==> config.mk <==
export PLATFORM = sky130hd
export DESIGN_NAME = hoia_back
export DESIGN_NICKNAME = d
export VERILOG_FILES = /design/src/rtl/half_open_interval_alu_unit_assert.svh /design/src/rtl/hoia_pkg.sv /design/src/rtl/hoia_back.sv
export SDC_FILE = /design/constraint.sdc
export NUM_CORES = 1
export LEC_CHECK = 0
export ABC_AREA = 1
export ABC_CLOCK_PERIOD_IN_PS = 5000
export CORE_AREA = 2 2 240 242
export DETAILED_ROUTE_END_ITERATION = 8
export DIE_AREA = 0 0 242 244
export DONT_BUFFER_PORTS = 1
export SYNTH_ARGS = -nofsm -noshare
export SYNTH_HDL_FRONTEND = slang
export SYNTH_SLANG_ARGS = --single-unit
==> constraint.sdc <==
create_clock -name clk -period 5 [get_ports clk]
set_clock_uncertainty 0.2 [all_clocks]
set_input_delay 0.5 -clock clk [delete_from_list [all_inputs] [get_ports clk]]
set_output_delay 0.5 -clock clk [all_outputs]
set_load 0.01 [all_outputs]
==> src/rtl/half_open_interval_alu_unit_assert.svh <==
// Assertion macros for the half-open interval ALU.
`ifndef HALF_OPEN_INTERVAL_ALU_UNIT_ASSERT_SVH
`define HALF_OPEN_INTERVAL_ALU_UNIT_ASSERT_SVH

// Consequent in the same cycle.
`define HOIA_ASSERT_NOW(lbl, ante, cons) \
  lbl: assert property (@(posedge clk) disable iff (!rst_n) (ante) |-> (cons)) \
    else $error("interval alu check failed");

// Consequent in the next cycle.
`define HOIA_ASSERT_NEXT(lbl, ante, cons) \
  lbl: assert property (@(posedge clk) disable iff (!rst_n) (ante) |=> (cons)) \
    else $error("interval alu check failed");

`endif

==> src/rtl/hoia_pkg.sv <==
// Shared types and constants for the half-open interval ALU.
package hoia_pkg;
  localparam int DATA_W = 32;
  localparam int LANES  = 4;

  typedef logic [DATA_W-1:0] word_t;
  typedef logic [LANES-1:0][DATA_W-1:0] quad_t;

  typedef enum logic [1:0] {
    OP_ADD = 2'd0,
    OP_SUB = 2'd1,
    OP_MUL = 2'd2,
    OP_DIV = 2'd3
  } op_t;

  typedef enum logic [1:0] {
    ST_OK      = 2'd0,
    ST_EMPTY   = 2'd1,
    ST_DIVZERO = 2'd2
  } status_t;

  // Travels alongside the divider lanes.
  typedef struct packed {
    op_t              op;
    status_t          st;
    word_t            lo;
    word_t            hi;
    quad_t            prod;
    logic [LANES-1:0] neg;
  } side_t;
endpackage

==> src/rtl/hoia_back.sv <==
// Corner selection, min/max tree and result register.
module hoia_back import hoia_pkg::*; (
  input  logic    clk,
  input  logic    rst_n,
  input  logic    en,
  input  logic    vld_i,
  input  side_t   side_i,
  input  quad_t   quo_i,
  output logic    vld_o,
  output word_t   lo_o,
  output word_t   hi_o,
  output status_t st_o
);
  logic    va_r, vb_r, vc_r;
  op_t     op_a_r, op_b_r;
  status_t st_a_r, st_b_r, st_c_r;
  word_t   lo_a_r, hi_a_r, lo_b_r, hi_b_r, lo_c_r, hi_c_r;
  quad_t   c_r, c_nxt;
  word_t   mn01_r, mn23_r, mx01_r, mx23_r;
  word_t   lo_nxt, hi_nxt;

  always_comb begin
    for (int k = 0; k < LANES; k++) begin
      if (side_i.op == OP_DIV) begin
        c_nxt[k] = side_i.neg[k] ? word_t'(-quo_i[k]) : quo_i[k];
      end else begin
        c_nxt[k] = side_i.prod[k];
      end
    end
  end

  always_comb begin
    word_t mn, mx;
    mn = ($signed(mn23_r) < $signed(mn01_r)) ? mn23_r : mn01_r;
    mx = ($signed(mx01_r) < $signed(mx23_r)) ? mx23_r : mx01_r;
    if (st_b_r != ST_OK) begin
      lo_nxt = '0;
      hi_nxt = '0;
    end else if (op_b_r == OP_ADD || op_b_r == OP_SUB) begin
      lo_nxt = lo_b_r;
      hi_nxt = hi_b_r;
    end else begin
      lo_nxt = mn;
      hi_nxt = mx + word_t'(1);
    end
  end

  always_ff @(posedge clk) begin
    if (!rst_n) begin
      va_r <= 1'b0;
      vb_r <= 1'b0;
      vc_r <= 1'b0;
    end else if (en) begin
      va_r <= vld_i;
      vb_r <= va_r;
      vc_r <= vb_r;
    end
  end

  always_ff @(posedge clk) begin
    if (en) begin
      op_a_r <= side_i.op;
      st_a_r <= side_i.st;
      lo_a_r <= side_i.lo;
      hi_a_r <= side_i.hi;
      c_r    <= c_nxt;
      op_b_r <= op_a_r;
      st_b_r <= st_a_r;
      lo_b_r <= lo_a_r;
      hi_b_r <= hi_a_r;
      mn01_r <= ($signed(c_r[1]) < $signed(c_r[0])) ? c_r[1] : c_r[0];
      mn23_r <= ($signed(c_r[3]) < $signed(c_r[2])) ? c_r[3] : c_r[2];
      mx01_r <= ($signed(c_r[0]) < $signed(c_r[1])) ? c_r[1] : c_r[0];
      mx23_r <= ($signed(c_r[2]) < $signed(c_r[3])) ? c_r[3] : c_r[2];
      st_c_r <= st_b_r;
      lo_c_r <= lo_nxt;
      hi_c_r <= hi_nxt;
    end
  end

  assign vld_o = vc_r;
  assign lo_o  = lo_c_r;
  assign hi_o  = hi_c_r;
  assign st_o  = st_c_r;
endmodule

==> run_results.csv, run 1 <==
group,metric,value,unit
pwr,p_sw,4.20,mW
place,place_ws,1090,ps
yosys,seq_area_frac_synth,0.546,
sta,rsz0062_at_grt,"no",
yosys,synth_fp_nets,3123,
job,max_cap_violations,0,
finish,nNetsFinal,3319,
clock_network,cts_made_buffers,51,
clock_network,clock_path_buffers,3,
critical_path,crit_path_end_kind,"register",
drt,wire_per_inst,20.8,µm
finish,final_common_cell,"nand2_1",
global_route,grtUsageMet1,0.343,
finish,area_growth,18.6,%
global_route,grt_use_met2,0.413,
clock_network,clk_latency,610,ps
yosys,synth_xor_area_frac,0.0444,
drt,num_vias,19700,
global_route,grt_max_degree,220,
yosys,yosys_warnings,0,
drt,route.detailed.drc,0,
status,status,"complete, no violations",
yosys,synthCells,2660,
yosys,synth-simple-area-share,0.190,
global_route,met3_usage,0.0478,
pwr,ir_drop,0.000273,V
sta,period_needed,3940,ps
place,io_buffer_count,0,
die,ios,399,
yosys,ys_types,47,
critical_path,r2r-start,"mx01_r[21]",
finish,drive_gt1_frac,0.0515,
critical_path,reg2reg_to,"hi_o[28]",
die,design.core.area,56200,µm²
worst_hold_path,hold_path_class,"input pin to register",
sta,max_freq,254,MHz
yosys,synth.avg_cell_area,9.48,µm²
pwr,p_sw_frac,0.338,
sta,fin_crit_sh,0.789,
die,dieArea,59000,µm²
sta,worst_pin_slew,1070,ps
yosys,synth-main-ff-cell,"edfxtp_1",
drt,drtIter0Drc,1695,
drt,first_pass_iters,6,
worst_hold_path,hold_end,"c_r[126]",
pwr,clkPwrFrac,0.308,
global_route,grt_pass1_vias,19300,
drt,ant_nets,0,
clock_network,clk_pin_slew,60,ps
critical_path,cp-start-kind,"register",
clock_network,htree_levels,2,
pwr,p_leak,12.3,nW
global_route,overflow,0,
place,hpwl,56.7,mm
die,die_h,244,µm
sta,finalHoldViolations,0,
clock_network,cts_tree,"built",
drt,drt-total-wl,75.9,mm
die,start_util,0.449,
yosys,synth_top_family_by_area,"simple AND/OR/NAND/NOR gates",
critical_path,rr_worst_depth,22,
yosys,synth_compound_area_frac,0.0987,
yosys,syn-cell-area,25200,µm²
critical_path,cp_max_fo,25,
global_route,grt_pass1_wl,114,mm
drt,viasPerCell,5.39,
sta,final.setup.tns,0,ps
pwr,power_frac_comb,0.276,
worst_hold_path,hold_start,"side_i[130]",
sta,slew_violations,0,
critical_path,path_class,"register to register",
yosys,ys_async_sr_fraction,0,
yosys,muxShareOfSynthArea,0,
pwr,p_int,8.23,mW
global_route,grt_util_all_layers,0.253,
pwr,p_per_area,416,nW/µm²
sta,setup_viol_count_final,0,
clock_network,cts_root_buffer,"clkbuf_16",
global_route,grt_antenna_before_repair,2,
pwr,seq_power_share,0.416,
critical_path,arrival,4100,ps
worst_hold_path,holdPathStages,2,
critical_path,crit_required,5150,ps
critical_path,r2r_slack,1060,ps
place,gp_congestion,0.963,
finish,final_cell_mix,"nand2_1 (608), edfxtp_1 (456), o21ai_0 (306)",
yosys,synth_fa_ha_area_frac,0.0650,
yosys,synth.ff_latch_count,459,
sta,setup_ws,1060,ps
global_route,busiest_layer,"met2",
die,die_x,242,µm
die,row_count,87,
clock_network,numClockSinks,459,
yosys,synth-edff-count,456,
sta,slew_headroom,0.286,
pwr,p_total,12.4,mW
==> kinds of logic (layout without fill, tap and decap cells) <==
logic type                 Yosys count  in the layout
and+or+nand+nor                   1107           1107
AOI/OAI and AO/OA                  475            475
xor gates and xnor gates           127            127
adders and majority gates          131            131
other                                0              1
DFF                                459            459
buffers and inverters              361            597
==> how the worst max path moves through the flow <==
stage | start | to | slack, ps
final | mx01_r[21] | hi_o[28] | 1060
after CTS | mx01_r[15] | hi_o[28] | 1080
after global placement | mx23_r[13] | hi_o[28] | 1170
after global routing | mx01_r[15] | hi_o[28] | 710
after detailed placement | mx01_r[13] | hi_o[28] | 1090
after floorplan | mx01_r[31] | hi_o[30] | 1820
==> sequential cells by signal, indices dropped and copies added (netlist names) <==
signal / count
lo_b_r: 32
op_a_r: 1
hi_a_r: 32
st_a_r: 2
va_r: 1
lo_o: 32
vb_r: 1
hi_b_r: 32
lo_a_r: 32
mx23_r: 32
c_r: 128
st_b_r: 2
st_o: 2
vld_o: 1
op_b_r: 1
mn01_r: 32
mn23_r: 32
hi_o: 32
mx01_r: 32
==> cell type report <==
cell class / count / area [µm²]
fill: 4999 / 26300
sequential: 459 / 13800
multi-input combinational: 1840 / 10100
timing repair buffer: 243 / 2440
clock buffer: 60 / 1330
inverter: 261 / 980
tap: 756 / 946
clock inverter: 33 / 364
antenna: 1 / 2.50
==> repair_timing <==
item	in CTS	in global routing
hold buffers	224	2
resized for setup	0	0
setup buffers	0	0
endpoints found under the hold margin	335	5
setup endpoints to repair	0	0
==> Yosys cell counts (all sizes together) (18+ instances only) <==
library cell | instances | area share
a21oi | 124 | 0.025
buf | 18 | 0.0049
clkbuf | 82 | 0.012
edfxtp | 456 | 0.54
ha | 131 | 0.065
inv | 260 | 0.039
nand2 | 631 | 0.097
nand3 | 136 | 0.029
nand3b | 37 | 0.011
nor2 | 227 | 0.036
nor3 | 41 | 0.0081
o21ai | 318 | 0.063
xnor2 | 43 | 0.015
xor2 | 84 | 0.029
==> metal layers <==
metal,part of all wire,up-vias
met4,0.028,2
met1,0.43,9320
met5,0.00022,-
met3,0.072,115
met2,0.47,768
li1,-,9473
==> power by group through the flow <==
stage	Clock (mW)	Combinational, mW	Sequential (mW)
4_1_cts	3.89	3.40	5.18
3_3_place_gp	0	3.15	5.25
3_5_place_dp	0	3.19	5.26
6_report	3.83	3.43	5.18
5_1_grt	4.04	3.84	5.22
2_1_floorplan	0	2.19	5.11
==> worst max-delay path, cell delays in order, from the launching register on <==
cell and delay [ps]:
edfxtp_1 410, ha_1 330, a21oi_1 160, nor2_1 50, nor2_1 100, nand3_1 150
a21oi_4 260, nand2_4 110, nand2_4 270, nand2_4 160, nand2_1 90, o21ai_1 130
inv_1 110, ha_1 190, nand2_1 110, nor2_1 220, inv_1 100, nor2_1 170
nand2_1 70, nand2_1 60, nand3_1 100, nand2_1 90, inv_1 30
==> through the flow <==
stage	hold slack, ps	cell area (µm²)	utilization	std cells
after floorplan	200	25200	-	2660
after global placement	201	25900	0.461	3333
after detailed placement	205	25900	0.461	3333
after CTS	-51.1	29900	0.532	3650
after global routing	1.27	29900	0.532	3652
final	13.2	29900	0.532	3653
Note: power is estimated with default switching activity, not from simulation.
==> inputs of run 2 (changes only) <==
ABC_CLOCK_PERIOD_IN_PS = 3600   (was 5000)
clock period = 3.6 ns   (was 5 ns; I/O delays follow)
==> run 2 against run 1 <==
  * The flow now finishes with violations (negative hold slack, max-slew violations)
  * Worst setup slack lost 950 ps
  * Final cell count grew 4.2%
  * Register-to-register slack lost 950 ps
  * Sequential power grew 40%
  * Worst hold slack lost 290 ps
  * Via count grew 2.7%
  * Non-clock buffer count grew 152
  * Power grew 44%
  * First-iteration DRC count shrank 1.4%
  * Sequential cell count is the same
  * Largest cell class unchanged
==> run_results.csv, run 2 (same netlist as run 1, synthesis figures left out) <==
group,metric,value,unit
drt,wire_per_inst,20.2,µm
finish,drive_gt1_frac,0.0895,
die,row_count,87,
clock_network,cts_root_buffer,"clkbuf_16",
finish,postLayoutCoreUtil,0.562,
drt,drtIter0Drc,1671,
pwr,p_int,11.9,mW
pwr,seq_power_share,0.405,
sta,holdWs,-279,ps
critical_path,crit_chain,"ha_1 > a21oi_2 > nor2_1 > nor2_1 > nand3_2 > a21oi_4 > buf_4 > nand3_4 > buf_12 > nand3_1 > nand2_2 > buf_6 > nand2_2 > nor2_4 > nand2_4 > buf_12 > nor2_4 > nand3_1 > nand3_2 > nand2_2 > inv_1",
finish,num-fill-cells,4881,
finish,n_antenna_cell,0,
critical_path,cp-start-kind,"register",
sta,slew_violations,237,
critical_path,r2r-start,"mx01_r[21]",
place,gp_congestion,0.947,
sta,slew_headroom,-0.502,
critical_path,crit_required,3750,ps
global_route,grt_util_all_layers,0.255,
sta,max_freq,286,MHz
die,start_util,0.449,
die,die_x,242,µm
critical_path,r2r_slack,110,ps
global_route,grt_pass1_wl,116,mm
critical_path,cp_max_fo,16,
drt,viasPerCell,5.31,
global_route,grt_antenna_before_repair,4,
status,violations,"negative hold slack, max-slew violations",
finish,final_common_cell,"nand2_1",
pwr,clkPwrFrac,0.290,
die,design.core.area,56200,µm²
clock_network,cts_made_buffers,50,
critical_path,worst-path-stages,21,
sta,finalHoldViolations,57,
clock_network,htree_levels,2,
place,io_buffer_count,0,
die,dieArea,59000,µm²
critical_path,crit_path_frequent_cell,"nand2_2",
drt,route.detailed.drc,0,
critical_path,crit_path_end_kind,"register",
clock_network,clk_pin_slew,60,ps
sta,fin_crit_sh,0.970,
clock_network,cts_tree,"built",
critical_path,path_buf_inv,5,
finish,largest_register_ffs,128,
job,max_cap_violations,0,
critical_path,critPathTopFamily,"simple AND/OR/NAND/NOR gates",
finish,final_cell_mix,"nand2_1 (578), edfxtp_1 (456), dlygate4sd3_1 (311)",
sta,period_needed,3490,ps
pwr,p_sw_frac,0.336,
finish,area_growth,25.3,%
critical_path,arrival,3640,ps
sta,setup_viol_count_final,0,
sta,setup_ws,107,ps
sta,rsz0062_at_grt,"yes",
critical_path,max_stage_delay,400,ps
drt,drt-total-wl,77.0,mm
die,die_h,244,µm
clock_network,clk_latency,600,ps
pwr,ir_drop,0.000380,V
finish,nNetsFinal,3472,
critical_path,reg2reg_to,"hi_o[19]",
drt,first_pass_iters,5,
pwr,p_sw,6.02,mW
global_route,grt_pass1_vias,19700,
status,status,"finished with violations",
finish,top_register,"c_r",
pwr,p_leak,13.1,nW
critical_path,rr_worst_depth,21,
critical_path,crit_slowest_cell,"edfxtp_1",
global_route,overflow,0,
place,place_ws,32.3,ps
worst_hold_path,hold_path_class,"input pin to register",
clock_network,clock_path_buffers,3,
critical_path,startpoint,"mx01_r[21]",
sta,worst_pin_slew,2250,ps
place,hpwl,57.5,mm
global_route,grt_max_degree,461,
drt,num_vias,20200,
die,ios,399,
clock_network,numClockSinks,459,
drt,ant_nets,0,
pwr,power_frac_comb,0.306,
clock_network,hold_buffers,311,
critical_path,crit_path_end,"hi_o[19]",
pwr,p_per_area,568,nW/µm²
critical_path,path_class,"register to register",
-- run 2: changes by cell type in the layout (fill, tap and decap cells not counted), sizes merged --
| cell | delta |
|---|---|
| clkinv | -7 |
| nor2 | +1 |
| diode | -1 |
| buf | +63 |
| clkinvlp | +5 |
| clkbuf | +5 |
| dlygate4sd3 | +87 |
| bufinv | -2 |
| nand3 | +1 |
-- run 2: stage by stage --
| step | TNS [ps] | cell area, µm² | std cells | total power, mW |
|---|---|---|---|---|
| floorplan | 0 | 25200 | 2660 | 10.1 |
| global placement | 0 | 26400 | 3379 | 12.0 |
| detailed placement | 0 | 26400 | 3379 | 12.1 |
| CTS | 0 | 31100 | 3782 | 17.7 |
| global route | -576 | 31600 | 3805 | 18.9 |
| finish | 0 | 31600 | 3805 | 17.9 |
-- run 2: timing repair --
| item | in CTS | in global routing |
|---|---|---|
| endpoints found under the setup margin | 0 | 40 |
| buffers inserted | 0 | 19 |
| hold endpoints to repair | 654 | 211 |
| resized for setup | 0 | 71 |
-- run 2: how the worst min path moves through the flow --
stage / startpoint / end / slack, ps / cells after the start
floorplan: hi_a_r[0] / hi_b_r[0] / 200 / 0
global placement: st_a_r[0] / st_b_r[0] / 200 / 0
detailed placement: lo_a_r[14] / lo_b_r[14] / 200 / 0
CTS: en / c_r[36] / -320 / 0
global route: en / c_r[36] / -300 / 0
finish: en / c_r[36] / -280 / 0
-- run 2: metal layers --
metal  vias up  global-route usage  routed length [µm]
met5         -                   0                  13
met4         2              0.0730                2270
met3       129              0.0409                4600
met2       729               0.422               36300
met1      9584               0.348               33800
li1       9764                   -                   -
-- run 2: area by class of cell --
cell class	count	area, µm²	area share
flip-flops and latches	459	13800	0.435
multi-input cells	1842	10300	0.327
repair buffers	395	3920	0.124
clock buffers	63	1360	0.0431
inverters	261	980	0.0310
well taps	756	946	0.0299
clock inverters	29	307	0.00970
-- run 2: power by group through the flow --
stage	clock, mW	sequential (mW)	combinational (mW)
floorplan	0	7.09	3.03
global placement	0	7.34	4.71
detailed placement	0	7.36	4.75
CTS	5.31	7.25	5.10
global route	5.51	7.30	6.07
finish	5.20	7.26	5.49
